`src/hdl/matrix_add_multiply_engine_core_defines.svh`:
```
// Assertion macros used by the matrix engine datapath.
`ifndef MATRIX_ADD_MULTIPLY_ENGINE_CORE_DEFINES_SVH
`define MATRIX_ADD_MULTIPLY_ENGINE_CORE_DEFINES_SVH

// Same-cycle implication, checked on every rising clock edge out of reset.
`define MAME_ASSERT_NOW(label, lhs, rhs) \
   label: assert property (@(posedge clock) disable iff (reset) (lhs) |-> (rhs)) \
      else $error("%m: same-cycle check failed");

// Next-cycle implication, checked on every rising clock edge out of reset.
`define MAME_ASSERT_NEXT(label, lhs, rhs) \
   label: assert property (@(posedge clock) disable iff (reset) (lhs) |=> (rhs)) \
      else $error("%m: next-cycle check failed");

`endif

```
`src/hdl/mame_pkg.sv`:
```
`default_nettype none

package mame_pkg;

   // Fixed matrix geometry and field widths.
   localparam int MAX_DIM = 4;
   localparam int DIM_W   = 2;
   localparam int ADDR_W  = 2 * DIM_W;
   localparam int DEPTH   = MAX_DIM * MAX_DIM;
   localparam int DATA_W  = 32;
   localparam int CFG_W   = 3;
   localparam int CSR_IDX_W = 2;

   // Register indexes on the configuration port.
   localparam logic [CSR_IDX_W-1:0] REG_ROW_COUNT    = 2'd0;
   localparam logic [CSR_IDX_W-1:0] REG_COLUMN_COUNT = 2'd1;

   // Result kind codes.
   localparam logic KIND_SUM     = 1'b0;
   localparam logic KIND_PRODUCT = 1'b1;

   // Tags that travel with one step through the datapath.
   typedef struct packed {
      logic             kind;
      logic [DIM_W-1:0] row;
      logic [DIM_W-1:0] col;
      logic             first_k;
      logic             last_k;
      logic             size_error;
      logic             last_result;
   } mame_tag_type;

   // One compute step: read, multiply or add, accumulate.
   typedef struct packed {
      logic             valid;
      logic [DIM_W-1:0] k;
      mame_tag_type     tag;
   } mame_cmd_type;

   // One element write into a matrix store.
   typedef struct packed {
      logic             valid;
      logic             second;
      logic [DIM_W-1:0] row;
      logic [DIM_W-1:0] col;
   } mame_wr_type;

   // Datapath status seen by the controller.
   typedef struct packed {
      logic busy;
      logic out_free;
   } mame_status_type;

endpackage

`default_nettype wire

```
`src/hdl/mame_req_if.sv`:
```
`default_nettype none

interface mame_req_if import mame_pkg::*; ();
   logic                     valid;
   logic                     ready;
   logic signed [DATA_W-1:0] element_value;

   modport source (output valid, output element_value, input ready);
   modport sink   (input valid, input element_value, output ready);
endinterface

`default_nettype wire

```
`src/hdl/mame_rsp_if.sv`:
```
`default_nettype none

interface mame_rsp_if import mame_pkg::*; ();
   logic                     valid;
   logic                     ready;
   logic signed [DATA_W-1:0] result_value;
   logic                     result_kind;
   logic [DIM_W-1:0]         row_index;
   logic [DIM_W-1:0]         column_index;
   logic                     size_error;
   logic                     last_result;

   modport source (output valid, output result_value, output result_kind,
                   output row_index, output column_index, output size_error,
                   output last_result, input ready);
   modport sink   (input valid, input result_value, input result_kind,
                   input row_index, input column_index, input size_error,
                   input last_result, output ready);
endinterface

`default_nettype wire

```
`src/hdl/mame_datapath.sv`:
```
`default_nettype none
`include "matrix_add_multiply_engine_core_defines.svh"

module mame_datapath import mame_pkg::*; (
   input  wire logic              clock,
   input  wire logic              reset,
   input  wire logic [DATA_W-1:0] load_data,
   input  wire mame_wr_type       wr,
   input  wire mame_cmd_type      cmd,
   output mame_status_type        status,
   mame_rsp_if.source             rsp_ch
);

   // Matrix stores, row-major at row * MAX_DIM + column.
   logic [DATA_W-1:0] first_mem [DEPTH];
   logic [DATA_W-1:0] second_mem [DEPTH];

   logic [ADDR_W-1:0] wr_addr;
   logic [ADDR_W-1:0] addr_a;
   logic [ADDR_W-1:0] addr_b;

   logic              s1_valid_ff;
   mame_tag_type      s1_tag_ff;
   logic [DATA_W-1:0] a_ff;
   logic [DATA_W-1:0] b_ff;

   logic              s2_valid_ff;
   mame_tag_type      s2_tag_ff;
   logic [DATA_W-1:0] term_ff;
   logic [DATA_W-1:0] term_in;

   logic [DATA_W-1:0] acc_ff;
   logic [DATA_W-1:0] acc_in;

   logic              out_valid_ff;
   logic              out_valid_in;
   logic [DATA_W-1:0] out_value_ff;
   mame_tag_type      out_tag_ff;

   // Addresses: a sum reads the same cell of both, a product walks row by column.
   assign wr_addr = {wr.row, wr.col};
   assign addr_a  = (cmd.tag.kind == KIND_SUM) ? {cmd.tag.row, cmd.tag.col}
                                               : {cmd.tag.row, cmd.k};
   assign addr_b  = (cmd.tag.kind == KIND_SUM) ? {cmd.tag.row, cmd.tag.col}
                                               : {cmd.k, cmd.tag.col};

   // Store writes and registered reads.
   always_ff @(posedge clock) begin
      if (wr.valid && !wr.second) begin
         first_mem[wr_addr] <= load_data;
      end
      if (wr.valid && wr.second) begin
         second_mem[wr_addr] <= load_data;
      end
      if (cmd.valid) begin
         a_ff <= first_mem[addr_a];
         b_ff <= second_mem[addr_b];
      end
   end

   // Second stage forms the sum or the low half of the product.
   always_comb begin
      if (s1_tag_ff.kind == KIND_SUM) begin
         term_in = a_ff + b_ff;
      end else begin
         term_in = a_ff * b_ff;
      end
   end

   // Third stage accumulates and lands the finished word in the output register.
   assign acc_in = (s2_tag_ff.first_k ? '0 : acc_ff) + term_ff;

   always_comb begin
      out_valid_in = out_valid_ff;
      if (out_valid_ff && rsp_ch.ready) begin
         out_valid_in = 1'b0;
      end
      if (s2_valid_ff && s2_tag_ff.last_k) begin
         out_valid_in = 1'b1;
      end
   end

   always_ff @(posedge clock) begin
      if (reset) begin
         s1_valid_ff  <= 1'b0;
         s2_valid_ff  <= 1'b0;
         out_valid_ff <= 1'b0;
      end else begin
         s1_valid_ff  <= cmd.valid;
         s2_valid_ff  <= s1_valid_ff;
         out_valid_ff <= out_valid_in;
      end
      s1_tag_ff <= cmd.tag;
      s2_tag_ff <= s1_tag_ff;
      term_ff   <= term_in;
      if (s2_valid_ff) begin
         acc_ff <= acc_in;
      end
      if (s2_valid_ff && s2_tag_ff.last_k) begin
         out_value_ff <= acc_in;
         out_tag_ff   <= s2_tag_ff;
      end
   end

   assign status.busy     = s1_valid_ff | s2_valid_ff;
   assign status.out_free = ~out_valid_ff;

   assign rsp_ch.valid        = out_valid_ff;
   assign rsp_ch.result_value = out_value_ff;
   assign rsp_ch.result_kind  = out_tag_ff.kind;
   assign rsp_ch.row_index    = out_tag_ff.row;
   assign rsp_ch.column_index = out_tag_ff.col;
   assign rsp_ch.size_error   = out_tag_ff.size_error;
   assign rsp_ch.last_result  = out_tag_ff.last_result;

   // A finished word never overwrites one that is still waiting.
   `MAME_ASSERT_NOW(a_land_free, s2_valid_ff && s2_tag_ff.last_k, !out_valid_ff)
   // A new element starts only with the pipeline empty.
   `MAME_ASSERT_NOW(a_start_empty, cmd.valid && cmd.tag.first_k, !s1_valid_ff && !s2_valid_ff)
   // Loading and computing never share a cycle.
   `MAME_ASSERT_NOW(a_wr_no_cmd, wr.valid, !cmd.valid)
   // Product words only come from square runs.
   `MAME_ASSERT_NEXT(a_prod_square, s2_valid_ff && s2_tag_ff.last_k && s2_tag_ff.kind == KIND_PRODUCT, !out_tag_ff.size_error)

endmodule

`default_nettype wire

```
`src/hdl/mame_controller.sv`:
```
`default_nettype none

module mame_controller import mame_pkg::*; (
   input  wire logic                 clock,
   input  wire logic                 reset,
   input  wire logic                 csr_write_enable,
   input  wire logic [CSR_IDX_W-1:0] csr_index,
   input  wire logic [CFG_W-1:0]     csr_write_data,
   input  wire logic                 req_valid,
   output logic                      req_ready,
   input  wire mame_status_type      status,
   output mame_wr_type               wr,
   output mame_cmd_type              cmd
);

   typedef enum logic [1:0] {
      ST_LOAD,
      ST_WAIT,
      ST_ISSUE
   } state_type;

   // Size register clipped into a last index: zero acts as one, large as MAX_DIM.
   function automatic logic [DIM_W-1:0] last_index(input logic [CFG_W-1:0] v);
      logic [DIM_W-1:0] r;
      if (v == '0) begin
         r = '0;
      end else if (v > CFG_W'(MAX_DIM)) begin
         r = DIM_W'(MAX_DIM - 1);
      end else begin
         r = DIM_W'(v - CFG_W'(1));
      end
      return r;
   endfunction

   state_type        state_ff, state_in;
   logic [CFG_W-1:0] row_count_ff, row_count_in;
   logic [CFG_W-1:0] column_count_ff, column_count_in;
   logic             phase_ff, phase_in;
   logic [DIM_W-1:0] lrow_ff, lrow_in;
   logic [DIM_W-1:0] lcol_ff, lcol_in;
   logic [DIM_W-1:0] erow_ff, erow_in;
   logic [DIM_W-1:0] ecol_ff, ecol_in;
   logic [DIM_W-1:0] ek_ff, ek_in;
   logic             kind_ff, kind_in;

   logic [DIM_W-1:0] rows_last;
   logic [DIM_W-1:0] cols_last;
   logic             square;
   logic             accept;

   assign rows_last = last_index(row_count_ff);
   assign cols_last = last_index(column_count_ff);
   assign square    = (rows_last == cols_last);
   assign req_ready = (state_ff == ST_LOAD);
   assign accept    = req_valid && req_ready;

   // Commands to the datapath.
   always_comb begin
      wr.valid  = accept;
      wr.second = phase_ff;
      wr.row    = lrow_ff;
      wr.col    = lcol_ff;

      cmd.valid           = (state_ff == ST_ISSUE);
      cmd.k               = ek_ff;
      cmd.tag.kind        = kind_ff;
      cmd.tag.row         = erow_ff;
      cmd.tag.col         = ecol_ff;
      cmd.tag.first_k     = (kind_ff == KIND_SUM) || (ek_ff == '0);
      cmd.tag.last_k      = (kind_ff == KIND_SUM) || (ek_ff == cols_last);
      cmd.tag.size_error  = ~square;
      cmd.tag.last_result = ((kind_ff == KIND_PRODUCT) || !square) &&
                            (erow_ff == rows_last) && (ecol_ff == cols_last);
   end

   // Next state: load counters, emit counters and configuration.
   always_comb begin
      state_in        = state_ff;
      row_count_in    = row_count_ff;
      column_count_in = column_count_ff;
      phase_in        = phase_ff;
      lrow_in         = lrow_ff;
      lcol_in         = lcol_ff;
      erow_in         = erow_ff;
      ecol_in         = ecol_ff;
      ek_in           = ek_ff;
      kind_in         = kind_ff;

      case (state_ff)
         ST_LOAD: begin
            if (accept) begin
               if (lcol_ff == cols_last) begin
                  lcol_in = '0;
                  if (lrow_ff == rows_last) begin
                     lrow_in  = '0;
                     phase_in = ~phase_ff;
                     if (phase_ff) begin
                        state_in = ST_WAIT;
                        erow_in  = '0;
                        ecol_in  = '0;
                        ek_in    = '0;
                        kind_in  = KIND_SUM;
                     end
                  end else begin
                     lrow_in = lrow_ff + DIM_W'(1);
                  end
               end else begin
                  lcol_in = lcol_ff + DIM_W'(1);
               end
            end
         end
         ST_WAIT: begin
            if (!status.busy && status.out_free) begin
               state_in = ST_ISSUE;
            end
         end
         ST_ISSUE: begin
            if (cmd.tag.last_k) begin
               ek_in    = '0;
               state_in = ST_WAIT;
               if (ecol_ff == cols_last) begin
                  ecol_in = '0;
                  if (erow_ff == rows_last) begin
                     erow_in = '0;
                     if ((kind_ff == KIND_SUM) && square) begin
                        kind_in = KIND_PRODUCT;
                     end else begin
                        state_in = ST_LOAD;
                     end
                  end else begin
                     erow_in = erow_ff + DIM_W'(1);
                  end
               end else begin
                  ecol_in = ecol_ff + DIM_W'(1);
               end
            end else begin
               ek_in = ek_ff + DIM_W'(1);
            end
         end
         default: begin
            state_in = ST_LOAD;
         end
      endcase

      // A size write drops any partial load.
      if (csr_write_enable) begin
         case (csr_index)
            REG_ROW_COUNT: begin
               row_count_in = csr_write_data;
               phase_in     = 1'b0;
               lrow_in      = '0;
               lcol_in      = '0;
            end
            REG_COLUMN_COUNT: begin
               column_count_in = csr_write_data;
               phase_in        = 1'b0;
               lrow_in         = '0;
               lcol_in         = '0;
            end
            default: begin
            end
         endcase
      end
   end

   always_ff @(posedge clock) begin
      if (reset) begin
         state_ff        <= ST_LOAD;
         row_count_ff    <= CFG_W'(MAX_DIM);
         column_count_ff <= CFG_W'(MAX_DIM);
         phase_ff        <= 1'b0;
         lrow_ff         <= '0;
         lcol_ff         <= '0;
         erow_ff         <= '0;
         ecol_ff         <= '0;
         ek_ff           <= '0;
         kind_ff         <= KIND_SUM;
      end else begin
         state_ff        <= state_in;
         row_count_ff    <= row_count_in;
         column_count_ff <= column_count_in;
         phase_ff        <= phase_in;
         lrow_ff         <= lrow_in;
         lcol_ff         <= lcol_in;
         erow_ff         <= erow_in;
         ecol_ff         <= ecol_in;
         ek_ff           <= ek_in;
         kind_ff         <= kind_in;
      end
   end

endmodule

`default_nettype wire

```
`src/hdl/matrix_add_multiply_engine_core.sv`:
```
// Integer matrix add and multiply engine.
// Sizes are set on the csr_ port (index 0 rows, index 1 columns, 1 to 4 each,
// zero acting as one and larger values as four); a size write drops any partial load.
// Words on req_ch carry matrix elements: the whole first matrix, then the
// second, both row-major, one word per cycle while loading.
// After the last element the block stops taking words and sends on rsp_ch the
// element-wise sum in row-major order, then, for a square size only, the
// product in row-major order. A non-square run flags size_error on every word
// and marks its last sum word with last_result.
// Each result word passes through a three-stage datapath (store read, multiply
// or add, accumulate); a product word is built up by the single shared
// multiplier walking the inner index once per cycle. Loading resumes as soon as
// the final step of a run is issued.
// A stalled rsp_ch holds its word in the output register and the next word is
// not started until it is taken. Reset returns both sizes to four and empties
// the load; stored elements are not cleared.
`default_nettype none

module matrix_add_multiply_engine_core import mame_pkg::*; (
   input  wire logic                 clock,
   input  wire logic                 reset,
   input  wire logic                 csr_write_enable,
   input  wire logic [CSR_IDX_W-1:0] csr_index,
   input  wire logic [CFG_W-1:0]     csr_write_data,
   mame_req_if.sink                  req_ch,
   mame_rsp_if.source                rsp_ch
);

   mame_wr_type     wr;
   mame_cmd_type    cmd;
   mame_status_type status;

   // Sequencing of load and emit.
   mame_controller u_ctrl (
      .clock            (clock),
      .reset            (reset),
      .csr_write_enable (csr_write_enable),
      .csr_index        (csr_index),
      .csr_write_data   (csr_write_data),
      .req_valid        (req_ch.valid),
      .req_ready        (req_ch.ready),
      .status           (status),
      .wr               (wr),
      .cmd              (cmd)
   );

   // Stores, multiplier, accumulator and output register.
   mame_datapath u_dp (
      .clock     (clock),
      .reset     (reset),
      .load_data (req_ch.element_value),
      .wr        (wr),
      .cmd       (cmd),
      .status    (status),
      .rsp_ch    (rsp_ch)
   );

endmodule

`default_nettype wire

```
`src/flat_wrapper.sv`:
```
// flat-port wrapper written by rule: the top's interface ports become plain ports
module matrix_add_multiply_engine_core_flat import mame_pkg::*;
  (clock, reset, csr_write_enable, csr_index, csr_write_data, req_ch_valid, req_ch_element_value, req_ch_ready, rsp_ch_valid, rsp_ch_result_value, rsp_ch_result_kind, rsp_ch_row_index, rsp_ch_column_index, rsp_ch_size_error, rsp_ch_last_result, rsp_ch_ready);
  mame_req_if req_ch_i ();
  mame_rsp_if rsp_ch_i ();
  input  wire logic clock;
  input  wire logic reset;
  input  wire logic csr_write_enable;
  input  wire logic [CSR_IDX_W-1:0] csr_index;
  input  wire logic [CFG_W-1:0] csr_write_data;
  input wire logic [$bits(req_ch_i.valid)-1:0] req_ch_valid;
  input wire logic [$bits(req_ch_i.element_value)-1:0] req_ch_element_value;
  output wire logic [$bits(req_ch_i.ready)-1:0] req_ch_ready;
  output wire logic [$bits(rsp_ch_i.valid)-1:0] rsp_ch_valid;
  output wire logic [$bits(rsp_ch_i.result_value)-1:0] rsp_ch_result_value;
  output wire logic [$bits(rsp_ch_i.result_kind)-1:0] rsp_ch_result_kind;
  output wire logic [$bits(rsp_ch_i.row_index)-1:0] rsp_ch_row_index;
  output wire logic [$bits(rsp_ch_i.column_index)-1:0] rsp_ch_column_index;
  output wire logic [$bits(rsp_ch_i.size_error)-1:0] rsp_ch_size_error;
  output wire logic [$bits(rsp_ch_i.last_result)-1:0] rsp_ch_last_result;
  input wire logic [$bits(rsp_ch_i.ready)-1:0] rsp_ch_ready;
  assign req_ch_i.valid = req_ch_valid;
  assign req_ch_i.element_value = req_ch_element_value;
  assign req_ch_ready = req_ch_i.ready;
  assign rsp_ch_valid = rsp_ch_i.valid;
  assign rsp_ch_result_value = rsp_ch_i.result_value;
  assign rsp_ch_result_kind = rsp_ch_i.result_kind;
  assign rsp_ch_row_index = rsp_ch_i.row_index;
  assign rsp_ch_column_index = rsp_ch_i.column_index;
  assign rsp_ch_size_error = rsp_ch_i.size_error;
  assign rsp_ch_last_result = rsp_ch_i.last_result;
  assign rsp_ch_i.ready = rsp_ch_ready;
  matrix_add_multiply_engine_core u_core (.clock(clock), .reset(reset), .csr_write_enable(csr_write_enable), .csr_index(csr_index), .csr_write_data(csr_write_data), .req_ch(req_ch_i), .rsp_ch(rsp_ch_i));
endmodule
```
`config.mk`:
```
export PLATFORM = sky130hd
export DESIGN_NAME = matrix_add_multiply_engine_core_flat
export DESIGN_NICKNAME = d
export VERILOG_FILES = /design/src/hdl/mame_pkg.sv /design/src/hdl/mame_req_if.sv /design/src/hdl/mame_rsp_if.sv /design/src/hdl/mame_datapath.sv /design/src/hdl/mame_controller.sv /design/src/hdl/matrix_add_multiply_engine_core.sv /design/src/flat_wrapper.sv
export VERILOG_INCLUDE_DIRS = /design/src /design/src/hdl
export SDC_FILE = /design/constraint.sdc
export NUM_CORES = 2
export LEC_CHECK = 0
export BUFFER_PORTS_ARGS = -buffer_cell sky130_fd_sc_hd__buf_2
export CAP_MARGIN = 15
export CORE_AREA = 2 2 382 384
export CTS_BUF_LIST = sky130_fd_sc_hd__clkbuf_16
export CTS_CLUSTER_DIAMETER = 200
export DETAILED_ROUTE_END_ITERATION = 7
export DIE_AREA = 0 0 384 386
export PLACE_DENSITY = 0.68
export SLEW_MARGIN = 25
export SYNTH_ARGS = -nofsm -noshare
export SYNTH_HDL_FRONTEND = slang
export SYNTH_SLANG_ARGS = --single-unit
```
`constraint.sdc`:
```
create_clock -name clock -period 6.7 [get_ports clock]
set_input_delay 2.01 -clock clock [delete_from_list [all_inputs] [get_ports clock]]
set_output_delay 2.01 -clock clock [all_outputs]
set_load 0.01 [all_outputs]
```
# [Word-level counts from Yosys, hierarchy flattened]
# Memories as Yosys holds them, arrays and structs flattened. A register that Yosys moved wholly into a read port is not among the register bits.
# Cells that the tools add are included.
# W data, S select, Z words.
[classes] addsub=9 mul=1 magnitude_cmp=2 n_eq_ne=18 n_mux=63 bitwise_logic=5 reduce_logical=30
[ops] cell="$add A32 B32 Y32" count=2
[ops] cell="$mux W2" count=32
[ops] cell="$mux W32" count=2
[ops] cell="$mul A32 B32 Y32" count=1
[ops] cell="$mux W1" count=23
[ops] cell="$ne A2 B1 Y1 const B" count=7
[ops] cell="$eq A2 B2 Y1" count=6
[ops] cell="$pmux W2 S2" count=3
[ops] cell="$reduce_and A6 Y1" count=2
[ops] cell="$add A2 B1 Y2 const B" count=5
[ops] cell="$logic_and A1 B1 Y1" count=9
[ops] cell="$reduce_and A9 Y1" count=1
[ops] cell="$reduce_and A7 Y1" count=1
[ops] cell="$gt A3 B3 Y1 const B" count=2
[ops] cell="$logic_not A2 Y1" count=3
[ops] cell="$logic_not A3 Y1" count=2
[ops] cell="$pmux W2 S3" count=1
[ops] cell="$reduce_and A5 Y1" count=1
[ops] cell="$eq A2 B1 Y1 const B" count=2
[ops] cell="$mux W4" count=1
[ops] cell="$ne A2 B2 Y1 const B" count=2
[ops] cell="$not A1 Y1" count=4
[ops] cell="$reduce_and A2 Y1" count=2
[ops] cell="$reduce_bool A2 Y1" count=2
[ops] cell="7 further kinds" count=12
[word_totals] ff_bits=144 ramBits=1024 in_bits=42 output_inout_bits=41 elab_cells=165 memories=2
[mem_list] memory="u_core.u_dp.first_mem" depth=16 width=32 rd=1 rd_ports_with_merged_regs=1 write_ports=1 line="mame_datapath.sv:15" text="logic [DATA_W-1:0] first_mem [DEPTH];"
[mem_list] memory="u_core.u_dp.second_mem" depth=16 width=32 rd=1 rd_ports_with_merged_regs=1 write_ports=1 line="mame_datapath.sv:16" text="logic [DATA_W-1:0] second_mem [DEPTH];"

# [Longest topological paths before layout]
[logic_depth] depth_word=10 depth_mapped=27 mapped_depth_nobuf=25

# [By module]
# Synthesis repeated with hierarchy kept, for this count alone.
[unflattened] hier_cells=4237 hier_area_um2=64683.3
[by_module_without_submodules] mod="mame_datapath" instances=1 cells_per_inst=4033 area_per_inst_um2=63118.0 seq_area_each_um2=35864.4
[by_module_without_submodules] mod="mame_controller" instances=1 cells_per_inst=204 area_per_inst_um2=1565.3 seq_area_each_um2=400.4

# [Least setup slack after synthesis]
# No wires, ideal clock.
[synth_path] kind="reg-to-reg" start="reg u_core.u_dp.b_ff[2], read port of u_core.u_dp.second_mem" end="reg u_core.u_dp.term_ff[30]" setup_ns=0.122 t_arrival_ns=6.761 t_required_ns=6.578 path_slack_ns=-0.183 stages_incl_launch_ff=26 period_less_slack_ns=6.883 cell_sequence="edfxtp_1 clkbuf_1 clkbuf_1 and2_1 fa_1 inv_1 fa_1 fa_1 fa_1 inv_1 fa_1 inv_1 fa_1 inv_1 fa_1 fa_1 ha_1 a21o_1 a21oi_1 o211ai_1 a21boi_0 nand2b_1 a41o_1 o21ai_0 nor3b_1 o32a_1"
[synth_between] elab_chain_len=2 elab_cells_between_ends=3 classes_between="add/sub (1); mul (1); mux (1)"
[synth_rtl] item="from (decl)" line="mame_datapath.sv:25" text="logic [DATA_W-1:0] b_ff;"
[synth_rtl] item="$mul A32 B32 Y32 / $add A32 B32 Y32 (equally long branches)" line="mame_datapath.sv:66, mame_datapath.sv:64"
[synth_rtl] item="$mux W32 *" line="mame_datapath.sv:63" text="if (s1_tag_ff.kind == KIND_SUM) begin"
[synth_rtl] item="via u_core.u_dp.term_in[30]" line="mame_datapath.sv:30" text="logic [DATA_W-1:0] term_in;"
[synth_rtl] item="to (signal assigned)" line="mame_datapath.sv:95" text="term_ff <= term_in;"
[synth_rtl] item="to (decl)" line="mame_datapath.sv:29" text="logic [DATA_W-1:0] term_ff;"
# The timed path passes the listed nets; every way through them passes the cells marked *.
# A chain may end at the register's enable or synchronous reset.

# [Worst setup path after layout]
# Same ends and word-level chain as after synthesis.

==> key figures <==
Run status
  – Status: finished with violations
  – Failing checks: negative setup slack

Routing
  – Iteration-0 DRC Markers: 3458
  – TritonRoute pass-1 iters: 6
  – Drt wl/cell: 24.8 um
  – Vias per cell: 5.60
  – Vias post-DR: 36455
  – DRC violations left: 0
  – Total Wirelength: 162000 um
  – Antenna Nets Post-Route: 0

Pwr
  – Leakage power: 27.0 nW
  – Peak supply drop: 0.000231 V
  – Pwr dens: 211 nW/um2

Synthesis
  – Largest family of logic cells by synthesized area: adder cells
  – Synthesized flop and latch total: 1232
  – Synth Area in XOR/XNOR: 1.92%
  – Post-synthesis compound-gate area fraction: 3.70%
  – Syn Area/Cell: 15.3 um2
  – Asr flop ratio synth: 0%
  – Post-synth top area cell: edfxtp_1
  – Ys flop type: edfxtp_1
  – Number of flops mapped to enable cells by yosys: 1159
  – Most common library cells after synthesis: edfxtp_1 (1159), inv_1 (430), fa_1 (410), nand2_1 (346), and2_1 (338)
  – Post-Syn Area: 64300 um2
  – Synthesized Nets: 4851
  – Synth top area share: 54.1%
  – Register area share after synthesis: 56.4%
  – Mapped Cells: 4203
  – Ranking of synthesized cells by area: edfxtp_1 (54%), fa_1 (13%), mux4_2 (10%), ha_1 (3.8%), and2_1 (3.3%)
  – Count leader, synth: edfxtp_1
  – Synth Area in Simple Gates: 7.45%
  – Unique masters post-synth: 67
  – Post-Synth Adder-Cell Area: 16.6%
  – Post-synthesis mux area share: 10.3%
  – Synthesis Warnings: 0

GRT
  – M3 GR Usage: 3.28%
  – Gr busiest metal: met2
  – Largest net degree at the start of global routing: 134
  – Met2 usage in global routing: 36.7%
  – First-pass GRT wire length: 243000 um
  – Met1 Usage GRT: 30.1%
  – Total track usage: 22.2%
  – Vias in the first global route: 37827
  – Grt ovf: 0
  – Initial antenna violation count: 12

Clocking
  – Clock sink count: 1232
  – CTS tree: yes
  – Clk pin slew, worst setup/hold paths: 0.07 ns
  – Root Buffer: clkbuf_16
  – Clk_lat worst skew: 0.76 ns
  – Total CTS buffers: 131
  – Clk buf depth: 3
  – Hold_buf cts: 0
  – Max H-tree Level: 4

Critical path
  – Reg2reg setup slack: -0.14 ns
  – CP Capture Type: register
  – Required time of the critical path: 7.32 ns
  – Critical Path Fanout Max: 6
  – FF-to-FF Start: u_core.u_dp.b_ff[2]$_DFFE_PP_
  – Crit path kind: reg2reg
  – Critical path launch point type: register
  – Crit. Startpoint: u_core.u_dp.b_ff[2]$_DFFE_PP_
  – R2R cell count: 22
  – WP data arrival: 7.47 ns

Timing
  – Period utilisation layout: 102%
  – Max-slew headroom: 33.6%
  – Clk_skew: 0.0472 ns
  – Final Hold Viols: 0
  – Final setup vio count: 6
  – Slew Viols, Final: 0
  – Worst-Margin Slew: 0.996 ns
  – Crit path time final: 6.84 ns
  – Max Clock Freq: 0.146 GHz
  – RSZ-0062 raised after global routing: true
  – Final worst-path setup slack: -0.144 ns

Final layout
  – Synth-to-layout area growth: 14.6%
  – Final Instance Count excl. Fillers: 6508
  – Share of post-route cells with drive strength above 1: 21.5%
  – Fill cell count: 11847
  – ANT cells: 0
  – Layout Nets: 5146

Worst hold path
  – Worst hold path type: reg2reg
  – Hold Crit Depth: 0
  – Hold Crit Start: u_core.u_dp.s1_tag_ff[3]$_DFF_P_

Die
  – Chip height: 386 um
  – # IOs: 83
  – FP Rows: 140
  – Starting Density: 44.5%
  – DIE AREA: 148000 um2
  – Chip width: 384 um
  – Core Region: 145000 um2

Placed design
  – Placed insts: 6251
  – Port Buffers: 82
  – RePlAce Congestion: 0.892
  – Dpl ws: -0.205 ns
  – Dpl hpwl: 106000 um

Flow run
  – Max capacitance violation total: 0
-- critical path: stages (launching register included) --
cell and delay, ns:
edfxtp_1 0.43, buf_6 0.17, and2_1 0.17, fa_1 0.53
inv_1 0.05, fa_1 0.50, fa_1 0.46, fa_1 0.55
inv_1 0.05, fa_1 0.48, fa_2 0.63, fa_1 0.43
fa_1 0.48, ha_4 0.29, nand4_1 0.14, nor2_2 0.14
nand4_1 0.13, nor3_2 0.15, nand2b_4 0.15, a41o_1 0.21
o21ai_2 0.07, and3_1 0.16, o32a_1 0.34
-- stage by stage --
| stage | setup TNS [ns] | area, um2 | utilization, % | power, mW | hold WS [ns] |
|---|---|---|---|---|---|
| detailed placement | -0.818 | 68600 | 47.5 | 8.84 | 0.312 |
| CTS | -0.335 | 73000 | 50.5 | 15.7 | 0.314 |
| floorplan | 0 | 64300 | - | 8.69 | 0.310 |
| global placement | -0.428 | 68600 | 47.4 | 8.82 | 0.311 |
| finish | -0.476 | 73700 | 51.0 | 15.5 | 0.323 |
| global route | -2.60 | 73700 | 51.0 | 16.0 | 0.334 |
-- report_power, final --
part           internal, mW  leakage, nW  switching, mW  total, mW
sequential             8.44         11.0         0.0106       8.45
combinational        0.0579         13.9          0.169      0.227
clock                  3.89         2.09           2.98       6.87
total                  12.4         27.0           3.16       15.5
-- layout by cell type, fill, tap and decap left out, drive strengths merged, types with 7 or more instances in the layout --
cell and count:
a211oi 49, a21boi 7, a21o 21, a21oi 91
a31oi 43, and2 338, and3 40, buf 347
clkbuf 135, clkinv 47, dfxtp 73, edfxtp 1159
fa 410, ha 196, inv 465, mux2i 12
mux4 288, nand2 346, nand2b 19, nand3 18
nand4 14, nor2 75, nor2b 40, nor3 23
nor4 7, o211ai 11, o21a 18, o21ai 69
o21bai 14, o31ai 9, xnor2 100, xor2 41
-- flip-flops by register name, summed over array words and instances (netlist names), 2 cells and up --
| signal | flops |
|---|---|
| u_core.u_ctrl.ek_ff | 2 |
| u_core.u_ctrl.ecol_ff | 2 |
| u_core.u_dp.rsp_ch.row_index | 2 |
| u_core.u_ctrl.state_ff | 2 |
| u_core.u_dp.acc_ff | 32 |
| u_core.u_ctrl.erow_ff | 2 |
| u_core.u_ctrl.column_count_ff | 3 |
| u_core.u_dp.a_ff | 32 |
| u_core.u_dp.rsp_ch.column_index | 2 |
| u_core.u_ctrl.lrow_ff | 2 |
| u_core.u_ctrl.row_count_ff | 3 |
| u_core.u_dp.b_ff | 32 |
| u_core.u_ctrl.lcol_ff | 2 |
| u_core.u_dp.s2_tag_ff | 9 |
| u_core.u_dp.second_mem | 512 |
| u_core.u_dp.term_ff | 32 |
| u_core.u_dp.rsp_ch.result_value | 32 |
| u_core.u_dp.s1_tag_ff | 9 |
| u_core.u_dp.first_mem | 512 |
-- logic make-up after synthesis --
| kind of cell | after synthesis |
|---|---|
| flip-flops | 1232 |
| AND/OR/NAND/NOR | 939 |
| buffers and inverters | 616 |
| adder cells (fa/ha/maj) | 606 |
| AO/OA/AOI/OAI | 365 |
| multiplexers | 304 |
| XOR/XNOR | 141 |
-- cell type report --
type                            count  area (um2)  area share (%)
Multi-Input combinational cell   2355       26400            35.9
Clock buffer                      134        3350            4.55
Tap cell                         1917        2400            3.26
Clock inverter                     92         742            1.01
Inverter                          430        1610            2.19
Sequential cell                  1232       36300            49.2
Timing Repair Buffer              348        2850            3.86
-- repair_timing --
item,4_1_cts,5_1_grt
endpoints found under the hold margin,0,0
gates cloned,1,1
resized for setup,46,126
buffers inserted,12,18
pin swaps,19,74
endpoints found under the setup margin,8,15
-- routing by layer --
layer  vias to the layer above  part of all wire, %
li1                      15704                    -
met1                     19071                   41
met2                      1384                   49
met3                       290                  6.5
met4                         6                  3.4
met5                         -                0.028
-- path summary, 6_finish.rpt --
check,endpoint
setup / recovery,u_core.u_dp.term_ff[30]$_DFF_P_
hold / removal,u_core.u_dp.s2_tag_ff[3]$_DFF_P_
setup reg to reg,u_core.u_dp.term_ff[30]$_DFF_P_
hold reg to reg,u_core.u_dp.s2_tag_ff[3]$_DFF_P_
(Power assumes the default switching activity.)
